### src/rtl/core/tcsw_pkg.sv
// Shared types, command codes and code mapping functions for the text console writer.
// Used by tcsw_out_stage and text_console_screen_writer_core; no dependencies.
`default_nettype none

package tcsw_pkg;

  // Default screen geometry
  localparam int COLUMNS_DEFAULT = 40;
  localparam int ROWS_DEFAULT    = 24;

  // Fixed field widths
  localparam int INDEX_W      = 10;
  localparam int CODE_W       = 8;
  localparam int CMD_W        = 3;
  localparam int VALUE_W      = 16;
  localparam int COL_IN_W     = 6;
  localparam int ROW_IN_W     = 5;
  localparam int IN_TDATA_W   = 32;
  localparam int OUT_TDATA_W  = 24;

  // Command codes
  localparam logic [CMD_W-1:0] CMD_TEXT   = 3'd0;
  localparam logic [CMD_W-1:0] CMD_RAW    = 3'd1;
  localparam logic [CMD_W-1:0] CMD_HEX    = 3'd2;
  localparam logic [CMD_W-1:0] CMD_CURSOR = 3'd3;
  localparam logic [CMD_W-1:0] CMD_OFFSET = 3'd4;

  // Special characters
  localparam logic [CODE_W-1:0] CHAR_NUL     = 8'd0;
  localparam logic [CODE_W-1:0] CHAR_NEWLINE = 8'd10;

  // One screen write
  typedef struct packed {
    logic [INDEX_W-1:0] index;
    logic [CODE_W-1:0]  data;
    logic               last;
  } cell_word_t;

  // Character to screen code; bit 7 passes through as inverse
  function automatic logic [CODE_W-1:0] text_code(input logic [CODE_W-1:0] ch);
    logic [6:0] v;
    logic [6:0] r;
    v = ch[6:0];
    if (v >= 7'd97 && v <= 7'd122) begin
      r = v;                               // lower case kept
    end else if ((v >= 7'd65 && v <= 7'd90) || (v >= 7'd32 && v <= 7'd57)) begin
      r = v - 7'd32;                       // upper case, digits, punctuation
    end else begin
      r = 7'd0;
    end
    return {ch[7], r};
  endfunction

  // Hex digit to screen code
  function automatic logic [CODE_W-1:0] hex_code(input logic [3:0] d);
    logic [CODE_W-1:0] r;
    if (d <= 4'd9) begin
      r = {4'd0, d} + 8'd16;
    end else begin
      r = {4'd0, d} + 8'd23;
    end
    return r;
  endfunction

endpackage

`default_nettype wire

### src/rtl/core/tcsw_out_stage.sv
// Output register for screen writes: holds one word until the sink takes it.
// Depends on tcsw_pkg (cell_word_t, widths).
`default_nettype none

module tcsw_out_stage import tcsw_pkg::*; (
  input  wire logic                   clk,
  input  wire logic                   rst,
  input  wire logic                   load,
  input  wire cell_word_t             word,
  output logic                        free,
  output logic                        m_axis_tvalid,
  input  wire logic                   m_axis_tready,
  output logic [OUT_TDATA_W-1:0]      m_axis_tdata,  // [9:0] cell_index, [17:10] cell_data
  output logic                        m_axis_tlast   // last write of the item
);

  logic       vld;
  cell_word_t hold;

  // Slot is free when empty or draining this cycle
  assign free = !vld || m_axis_tready;

  always_ff @(posedge clk) begin
    if (rst) begin
      vld <= 1'b0;
    end else if (load) begin
      vld <= 1'b1;
    end else if (m_axis_tready) begin
      vld <= 1'b0;
    end
  end

  always_ff @(posedge clk) begin
    if (load) begin
      hold <= word;
    end
  end

  assign m_axis_tvalid = vld;
  assign m_axis_tdata  = {(OUT_TDATA_W - INDEX_W - CODE_W)'(0), hold.data, hold.index};
  assign m_axis_tlast  = hold.last;

endmodule

`default_nettype wire

### src/rtl/core/text_console_screen_writer_core.sv
// Text console writer: one item at a time under a small sequencer; one adder pair,
// shared by every write step, forms cell index and code. An accepted item passes
// S_DECODE; when enabled, its first write then enters the output stage from S_PUT,
// or from S_BLANK for a newline, and further writes follow one per cycle while the
// output slot is free, with S_NEWLINE before each row clear. A stalled sink then
// holds the sequencer. Sync reset clears cursor, offset, enable and the sequencer.
// Depends on tcsw_pkg and tcsw_out_stage.
`default_nettype none

module text_console_screen_writer_core import tcsw_pkg::*; #(
  parameter int COLUMNS = COLUMNS_DEFAULT,
  parameter int ROWS    = ROWS_DEFAULT
) (
  input  wire logic                   clk,
  input  wire logic                   rst,
  // configuration: enable bit
  input  wire logic                   cfg_valid,
  output logic                        cfg_ready,
  input  wire logic                   cfg_data,
  // command words
  input  wire logic                   s_axis_tvalid,
  output logic                        s_axis_tready,
  input  wire logic [IN_TDATA_W-1:0]  s_axis_tdata,  // [15:0] value, [21:16] column, [26:22] row
  input  wire logic [CMD_W-1:0]       s_axis_tuser,  // command
  input  wire logic                   s_axis_tlast,  // end_of_string
  // screen writes
  output logic                        m_axis_tvalid,
  input  wire logic                   m_axis_tready,
  output logic [OUT_TDATA_W-1:0]      m_axis_tdata,  // [9:0] cell_index, [17:10] cell_data
  output logic                        m_axis_tlast   // last
);

  localparam int COL_W = (COLUMNS > 1) ? $clog2(COLUMNS) : 1;
  localparam int ROW_W = (ROWS > 1) ? $clog2(ROWS) : 1;
  localparam logic [COL_W-1:0] COL_LAST = COL_W'(COLUMNS - 1);
  localparam logic [ROW_W-1:0] ROW_LAST = ROW_W'(ROWS - 1);

  localparam logic [2:0] S_IDLE    = 3'd0;
  localparam logic [2:0] S_DECODE  = 3'd1;
  localparam logic [2:0] S_PUT     = 3'd2;
  localparam logic [2:0] S_NEWLINE = 3'd3;
  localparam logic [2:0] S_BLANK   = 3'd4;
  localparam logic [2:0] S_DONE    = 3'd5;

  logic [2:0]          state;
  logic                enable;
  logic [CMD_W-1:0]    cmd;
  logic [VALUE_W-1:0]  val;
  logic [COL_IN_W-1:0] col_in;
  logic [ROW_IN_W-1:0] row_in;
  logic                eos;
  logic [CODE_W-1:0]   code;
  logic [CODE_W-1:0]   offset;
  logic [COL_W-1:0]    cur_col;
  logic [ROW_W-1:0]    cur_row;
  logic [INDEX_W-1:0]  base;
  logic [COL_W-1:0]    bcnt;
  logic [1:0]          digit;
  logic                pend;

  logic                out_free;
  logic                go;
  logic                emitting;
  logic                more;
  logic                wrap;
  logic                blank_end;
  logic [COL_W-1:0]    sel_col;
  logic [CODE_W-1:0]   sel_code;
  logic [COL_W-1:0]    col_sat;
  logic [ROW_W-1:0]    row_sat;
  cell_word_t          word;

  // Configuration is always taken
  assign cfg_ready = 1'b1;

  always_ff @(posedge clk) begin
    if (rst) begin
      enable <= 1'b0;
    end else if (cfg_valid) begin
      enable <= cfg_data;
    end
  end

  assign s_axis_tready = (state == S_IDLE);

  // Write step advances when the output slot is free, or always when disabled
  assign emitting  = (state == S_PUT) || (state == S_BLANK);
  assign go        = !enable || out_free;
  assign more      = (cmd == CMD_HEX) && (digit != 2'd3);
  assign wrap      = (cur_col == COL_LAST);
  assign blank_end = (bcnt == COL_LAST);

  // Shared adder for index and code
  assign sel_col  = (state == S_BLANK) ? bcnt : cur_col;
  assign sel_code = (state == S_BLANK) ? CODE_W'(0) : code;

  always_comb begin
    word.index = base + INDEX_W'(sel_col);
    word.data  = sel_code + offset;
    if (state == S_BLANK) begin
      word.last = blank_end && !pend;
    end else begin
      word.last = !wrap && !more;
    end
  end

  // Saturated cursor for set cursor
  assign col_sat = (8'(col_in) >= 8'(COLUMNS)) ? COL_LAST : COL_W'(col_in);
  assign row_sat = (7'(row_in) >= 7'(ROWS)) ? ROW_LAST : ROW_W'(row_in);

  // Control sequencer
  always_ff @(posedge clk) begin
    if (rst) begin
      state   <= S_IDLE;
      offset  <= '0;
      cur_col <= '0;
      cur_row <= '0;
      base    <= '0;
    end else begin
      unique case (state)
        S_IDLE: begin
          if (s_axis_tvalid) begin
            state <= S_DECODE;
          end
        end
        S_DECODE: begin
          unique case (cmd)
            CMD_TEXT: begin
              if (val[7:0] == CHAR_NUL) begin
                offset <= '0;
                state  <= S_DONE;
              end else if (val[7:0] == CHAR_NEWLINE) begin
                state <= S_NEWLINE;
              end else begin
                state <= S_PUT;
              end
            end
            CMD_RAW, CMD_HEX: begin
              state <= S_PUT;
            end
            CMD_CURSOR: begin
              cur_col <= col_sat;
              cur_row <= row_sat;
              base    <= INDEX_W'(int'(row_sat) * COLUMNS);
              state   <= S_DONE;
            end
            CMD_OFFSET: begin
              offset <= val[7:0];
              state  <= S_DONE;
            end
            default: begin
              state <= S_DONE;
            end
          endcase
        end
        S_PUT: begin
          if (go) begin
            if (wrap) begin
              state <= S_NEWLINE;
            end else begin
              cur_col <= cur_col + COL_W'(1);
              state   <= more ? S_PUT : S_DONE;
            end
          end
        end
        S_NEWLINE: begin
          cur_col <= '0;
          if (cur_row == ROW_LAST) begin
            cur_row <= '0;
            base    <= '0;
          end else begin
            cur_row <= cur_row + ROW_W'(1);
            base    <= base + INDEX_W'(COLUMNS);
          end
          state <= S_BLANK;
        end
        S_BLANK: begin
          if (go && blank_end) begin
            state <= pend ? S_PUT : S_DONE;
          end
        end
        S_DONE: begin
          if (cmd == CMD_HEX || eos) begin
            offset <= '0;
          end
          state <= S_IDLE;
        end
        default: begin
          state <= S_IDLE;
        end
      endcase
    end
  end

  // Item registers, code and counters
  always_ff @(posedge clk) begin
    if (state == S_IDLE && s_axis_tvalid) begin
      cmd    <= s_axis_tuser;
      val    <= s_axis_tdata[VALUE_W-1:0];
      col_in <= s_axis_tdata[VALUE_W +: COL_IN_W];
      row_in <= s_axis_tdata[VALUE_W + COL_IN_W +: ROW_IN_W];
      eos    <= s_axis_tlast;
    end
    if (state == S_DECODE) begin
      digit <= 2'd0;
      pend  <= 1'b0;
      if (cmd == CMD_HEX) begin
        code <= hex_code(val[15:12]);
      end else if (cmd == CMD_RAW) begin
        code <= val[7:0];
      end else begin
        code <= text_code(val[7:0]);
      end
    end
    if (state == S_PUT && go) begin
      pend <= more;
      if (more) begin
        digit <= digit + 2'd1;
        val   <= val << 4;
        code  <= hex_code(val[11:8]);
      end
    end
    if (state == S_NEWLINE) begin
      bcnt <= '0;
    end else if (state == S_BLANK && go && !blank_end) begin
      bcnt <= bcnt + COL_W'(1);
    end
  end

  tcsw_out_stage u_out (
    .clk           (clk),
    .rst           (rst),
    .load          (emitting && go && enable),
    .word          (word),
    .free          (out_free),
    .m_axis_tvalid (m_axis_tvalid),
    .m_axis_tready (m_axis_tready),
    .m_axis_tdata  (m_axis_tdata),
    .m_axis_tlast  (m_axis_tlast)
  );

endmodule

`default_nettype wire

### config.mk
export PLATFORM = sky130hd
export DESIGN_NAME = text_console_screen_writer_core
export DESIGN_NICKNAME = d
export VERILOG_FILES = /design/src/rtl/core/tcsw_pkg.sv /design/src/rtl/core/tcsw_out_stage.sv /design/src/rtl/core/text_console_screen_writer_core.sv
export SDC_FILE = /design/constraint.sdc
export NUM_CORES = 1
export LEC_CHECK = 0
export ABC_CLOCK_PERIOD_IN_PS = 3000
export BUFFER_PORTS_ARGS = -buffer_cell sky130_fd_sc_hd__buf_2
export CAP_MARGIN = 20
export CELL_PAD_IN_SITES_DETAIL_PLACEMENT = 2
export CELL_PAD_IN_SITES_GLOBAL_PLACEMENT = 2
export CORE_MARGIN = 5
export CORE_UTILIZATION = 35
export CTS_BUF_LIST = sky130_fd_sc_hd__clkbuf_8 sky130_fd_sc_hd__clkbuf_16
export DETAILED_ROUTE_END_ITERATION = 16
export GPL_TIMING_DRIVEN = 0
export PLACE_DENSITY = 0.75
export SETUP_SLACK_MARGIN = 0.4
export SYNTH_ARGS = -nofsm -noshare
export SYNTH_HDL_FRONTEND = slang
export SYNTH_SLANG_ARGS = --single-unit
### constraint.sdc
create_clock -name clk -period 3 [get_ports clk]
set_input_delay 0.15 -clock clk [delete_from_list [all_inputs] [get_ports clk]]
set_output_delay 0.15 -clock clk [all_outputs]
set_load 0.005 [all_outputs]
# After elaboration in Yosys (flattened, before gate mapping)
# Cells that the tools add are included.
[op_classes] n_addsub=12 n_mul=1 div_mod_pow=0 order_cmp=10 n_eq_ne=22 shift=0 muxes=48 n_bitwise=0 n_reduce_logical=37
[ops] cell="$mux 8" count=7
[ops] cell="$mux 16" count=3
[ops] cell="$mux 6" count=7
[ops] cell="$pmux 8 s2" count=2
[ops] cell="$add 4x5->6 const B" count=4
[ops] cell="$mux 3" count=7
[ops] cell="$mux 7" count=3
[ops] cell="$mux 10" count=2
[ops] cell="$pmux 10 s2" count=1
[ops] cell="$pmux 6 s3" count=1
[ops] cell="$mux 5" count=3
[ops] cell="$pmux 3 s5" count=1
[ops] cell="$ge 7x7->1 const B" count=2
[ops] cell="$le 7x7->1 const B" count=2
[ops] cell="$logic_and 1x1->1" count=13
[ops] cell="$add 6x1->6 const B" count=2
[ops] cell="$eq 3x2->1 const B" count=4
[ops] cell="$eq 6x6->1 const B" count=2
[ops] cell="$ne 2x2->1 const B" count=6
[ops] cell="$add 10x6->10" count=1
[ops] cell="$add 10x6->10 const B" count=1
[ops] cell="$pmux 5 s2" count=1
[ops] cell="$eq 3x3->1 const B" count=3
[ops] cell="$add 8x8->8" count=1
[ops] cell="28 further kinds" count=51
[word_totals] reg_bits=101 latch_bits=0 mem_bits_rw=0 romBits=0 in_bits=42 out_inout_bits=28 word_cells=149 memories=0

# Depth between registers and ports, before layout
[depth] ltp_word=10 mapped_depth=12

# By module
# A second synthesis with hierarchy kept.
[unflattened] hier_cells=605 area_unflattened_um2=5420.2
[by_module_without_submodules] module="text_console_screen_writer_core" instances=1 cells_each=575 area_each_um2=4754.6
[by_module_without_submodules] module="tcsw_out_stage" instances=1 cells_each=30 area_each_um2=665.6

# Least setup slack after synthesis
# No wires, ideal clock.
[synth_path] kind="flip-flop to flip-flop" startpoint="register state[1]" endpoint="register u_out.hold (netlist bit u_out.m_axis_tdata[16]) (data pin)" t_arrival_ns=2.397 slack_ns=0.346 path_stages_with_launch=12 path_cell_list="dfxtp_1 -> buf_2 -> nor3b_1 -> clkbuf_1 -> nor2b_1 -> ha_1 -> nor2b_1 -> o21ai_0 -> nand2b_1 -> a21o_1 -> a21oi_1 -> xnor2_1"
[synth_lines] element="start, declared" line="text_console_screen_writer_core.sv:45" text="logic [2:0] state;"
[synth_lines] element="start signal, assigned" line="text_console_screen_writer_core.sv:162" text="state <= more ? S_PUT : S_DONE;"
[synth_lines] element="start signal, assigned" line="text_console_screen_writer_core.sv:179" text="state <= pend ? S_PUT : S_DONE;"
[synth_lines] element="end signal, assigned" line="tcsw_out_stage.sv:35" text="hold <= word;"
[synth_lines] element="end, declared" line="tcsw_out_stage.sv:18" text="cell_word_t hold;"

==> impl_metrics.csv <==
group,metric,value,unit
pwr,combPwrFrac,41.9,%
final_layout,fill_cells,1716,
setup_path,path_delay_family,"compound AO/OA/AOI/OAI gates",
yosys,ys_types,62,
yosys,synthesis.area,0.005369,sq mm
placement,placed_cells_incl_taps,865,
setup_path,reg2reg_depth,11,
setup_path,cp_slowest_cell,"dfxtp_1",
placement,dp_hpwl,12.94,mm
global_routing,grt_pass1_vias,5151,
clocking,tritoncts,"done",
setup_path,cp_max_fo,10,
timing,worstMarginPinSlew,820.6,ps
global_routing,grt_max_degree,18,
timing,setup_tns,0,ps
final_layout,multi_input_area,0.002864,sq mm
pwr,p_leak,2.622,nW
timing,rsz0062_at_grt,"yes",
yosys,netlist_instances,612,
timing,fmax,400.5,MHz
setup_path,cp.arrival,2590,ps
floorplanning,die_w,133.9,um
placement,gp_congestion,0.8364,
setup_path,critPathKind,"register to register",
final_layout,seq_area,0.002312,sq mm
routing,dr.max_layer_used,"met4",
yosys,ys_seq_area_share,43.07,%
placement,port_buffers,57,
routing,vias,4807,
yosys,ys_ff_latch,98,
clocking,h-tree-depth,3,
setup_path,worst-path-stages,11,
timing,fin_skew,10.51,ps
worst_hold_path,holdPathStages,3,
routing,met3_length,562,um
pwr,power-per-cell-area,846.8,mW/mm^2
clocking,clk_pin_slew_worst_paths,70,ps
global_routing,track_usage,19.34,%
final_layout,syn_to_final_growth,20.25,%
routing,route.met2.wl,8.086,mm
routing,ant_nets,0,
yosys,yosys_warnings,0,
floorplanning,pin_count,70,
setup_path,cpMostUsedCell,"nand2_2",
timing,finalSetupViolations,0,
timing,hold_slack,33.20,ps
clocking,cts_inserted_buffers,9,
floorplanning,core_area,0.01515,sq mm
final_layout,layout_common_cells,"nand2_1, nor2_1, buf_2, dfxtp_1, a21oi_1",
routing,drc,0,
yosys,synth-edff-count,35,
pwr,p_total,0.005467,W
floorplanning,die-area,0.01792,sq mm
clocking,cts_buffer_depth,2,
final_layout,layout_commonest_cell,"nand2_1",
pwr,internal_power,0.003243,W
timing,slew_violations,0,
routing,met1_length,8.276,mm
clocking,ctsRootBufferMaster,"clkbuf_16",
timing,min_period,2497,ps
final_layout,layout-drive-gt1-share,15.37,%
routing,drtIter0Drc,171,
final_layout,layout.cells.non_filler,897,
timing,slew_headroom,45.18,%
yosys,async_reset_ff_share,0,%
pwr,netSwitchingPower,0.002224,W
global_routing,antenna_found_initial,0,
routing,avgRoutedWirePerCell,19.04,um
final_layout,fin_nets,779,
pwr,peakVddDrop,0.0003410,V
setup_path,endpoint_kind,"register",
timing,hold_viol_final,0,
final_layout,antenna_cells,0,
pwr,pwr-share-seq,37.4,%
yosys,avgSynthCellArea,8.773,sq um
floorplanning,core.rowCount,45,
run_status,run_status,"completed",
flow_run,maxCapViolations,0,
setup_path,required,3090,ps
pwr,switching_share,40.68,%
yosys,synthFlopType,"dfxtp_1",
global_routing,grt_overflow,0,
floorplanning,start_util,35.45,%
timing,period_share,83.24,%
global_routing,grt_pass1_wl,27.66,mm
routing,vias_per_cell,5.359,
floorplanning,die_y,133.9,um
setup_path,path_cells,"clkbuf_4 > nor2_1 > nand2_2 > nand2_2 > inv_1 > ha_1 > a21o_1 > a21oi_2 > o21ai_1 > o41ai_2 > xnor2_1",
worst_hold_path,min_path_type,"input pin to register",
setup_path,max_stage_delay,310,ps
routing,drt-pass1-iter-count,4,
clocking,cts.sinks,98,
pwr,clockPowerShare,20.7,%
setup_path,cp_num_buf_inv,2,
routing,finalWirelength,17.08,mm
setup_path,cp-start-kind,"register",
clocking,clk-insertion-delay-late,360,ps
## sequential cells by signal, indices dropped and copies added (netlist names), 2 cells and up
register and count:
cur_col 6, row_in 5, base 7, offset 8, u_out.m_axis_tdata 18, state 3
cmd 3, cur_row 5, code 8, digit 2, val 16, bcnt 6
col_in 6
## per-stage QoR
stage | instance area (sq um) | utilization, % | setup WS [ps]
after detailed placement | 5957 | 39.33 | -47.70
final | 6456 | 42.63 | 502.9
after floorplan | 5393 | - | 512.2
after global routing | 6456 | 42.63 | 300.3
after global placement | 5913 | 39.04 | -381.2
after CTS | 6422 | 42.40 | 301.6
## worst min-delay path, cell delays in order
cell and delay [ps]:
buf_2 90, nand2_1 50, a21oi_1 50
## path summary, 6_finish.rpt
kind | from | to | slack, ps
max | state[1] | u_out.m_axis_tdata[17] | 500
min | s_axis_tdata[0] | val[0] | 30
max reg2reg | state[1] | u_out.m_axis_tdata[17] | 500
min reg2reg | digit[1] | digit[1] | 490
## power by group through the flow
stage	Clock, W	Combinational (W)	Sequential, W
2_1_floorplan	0	0.00155	0.00194
6_report	0.00113	0.00229	0.00204
5_1_grt	0.00121	0.00257	0.00208
3_3_place_gp	0	0.00205	0.00204
3_5_place_dp	0	0.00223	0.00206
4_1_cts	0.00116	0.00229	0.00203
## area by class of cell
class / count / area share, %
clock buffer: 12 / 4.128
sequential: 98 / 35.81
timing repair buffer: 76 / 7.597
inverter: 17 / 0.9884
buffer: 37 / 3.198
multi-input combinational: 465 / 44.36
clock inverter: 4 / 0.2713
tap: 188 / 3.643
## cell families after synthesis
| group | share of synthesized area [%] |
|---|---|
| muxes | 0.5593 |
| AOI/OAI and AO/OA | 17.01 |
| other | 0.1399 |
| xor gates and xnor gates | 3.915 |
| buffers and inverters | 4.824 |
| and+or+nand+nor | 22.51 |
| DFF | 43.07 |
| adders and majority gates | 7.970 |
## synth_stat cells, drive strengths merged, types with 4 or more instances
cell	instances	share of area, %
a211oi	9	1.3
a21o	6	0.84
a21oi	42	3.9
a31oi	16	1.9
and2	4	0.47
buf	17	2.2
clkbuf	20	1.4
dfxtp	63	23
edfxtp	35	20
ha	31	7.2
inv	17	1.2
nand2	89	6.4
nand2b	11	1.3
nand3	13	1.2
nand3b	11	1.5
nor2	64	4.5
nor2b	13	1.5
nor3	16	1.7
nor3b	4	0.56
nor4	4	0.58
o21ai	44	4.1
o22a	4	0.65
xnor2	15	2.4
xor2	9	1.5
## timing repair
action,in CTS,in global routing
gates resized for setup,6,15
hold buffers,15,0
buffers inserted,1,0
setup endpoints to repair,10,26
pin swaps,1,0
hold endpoints to repair,15,0
## metal layers
| layer | track usage [%] | vias up |
|---|---|---|
| met2 | 32.12 | 71 |
| met4 | 4.800 | 0 |
| met5 | 0 | - |
| li1 | - | 2341 |
| met1 | 26.56 | 2384 |
| met3 | 2.888 | 11 |
No activity file was read; power rests on OpenSTA's default activity.
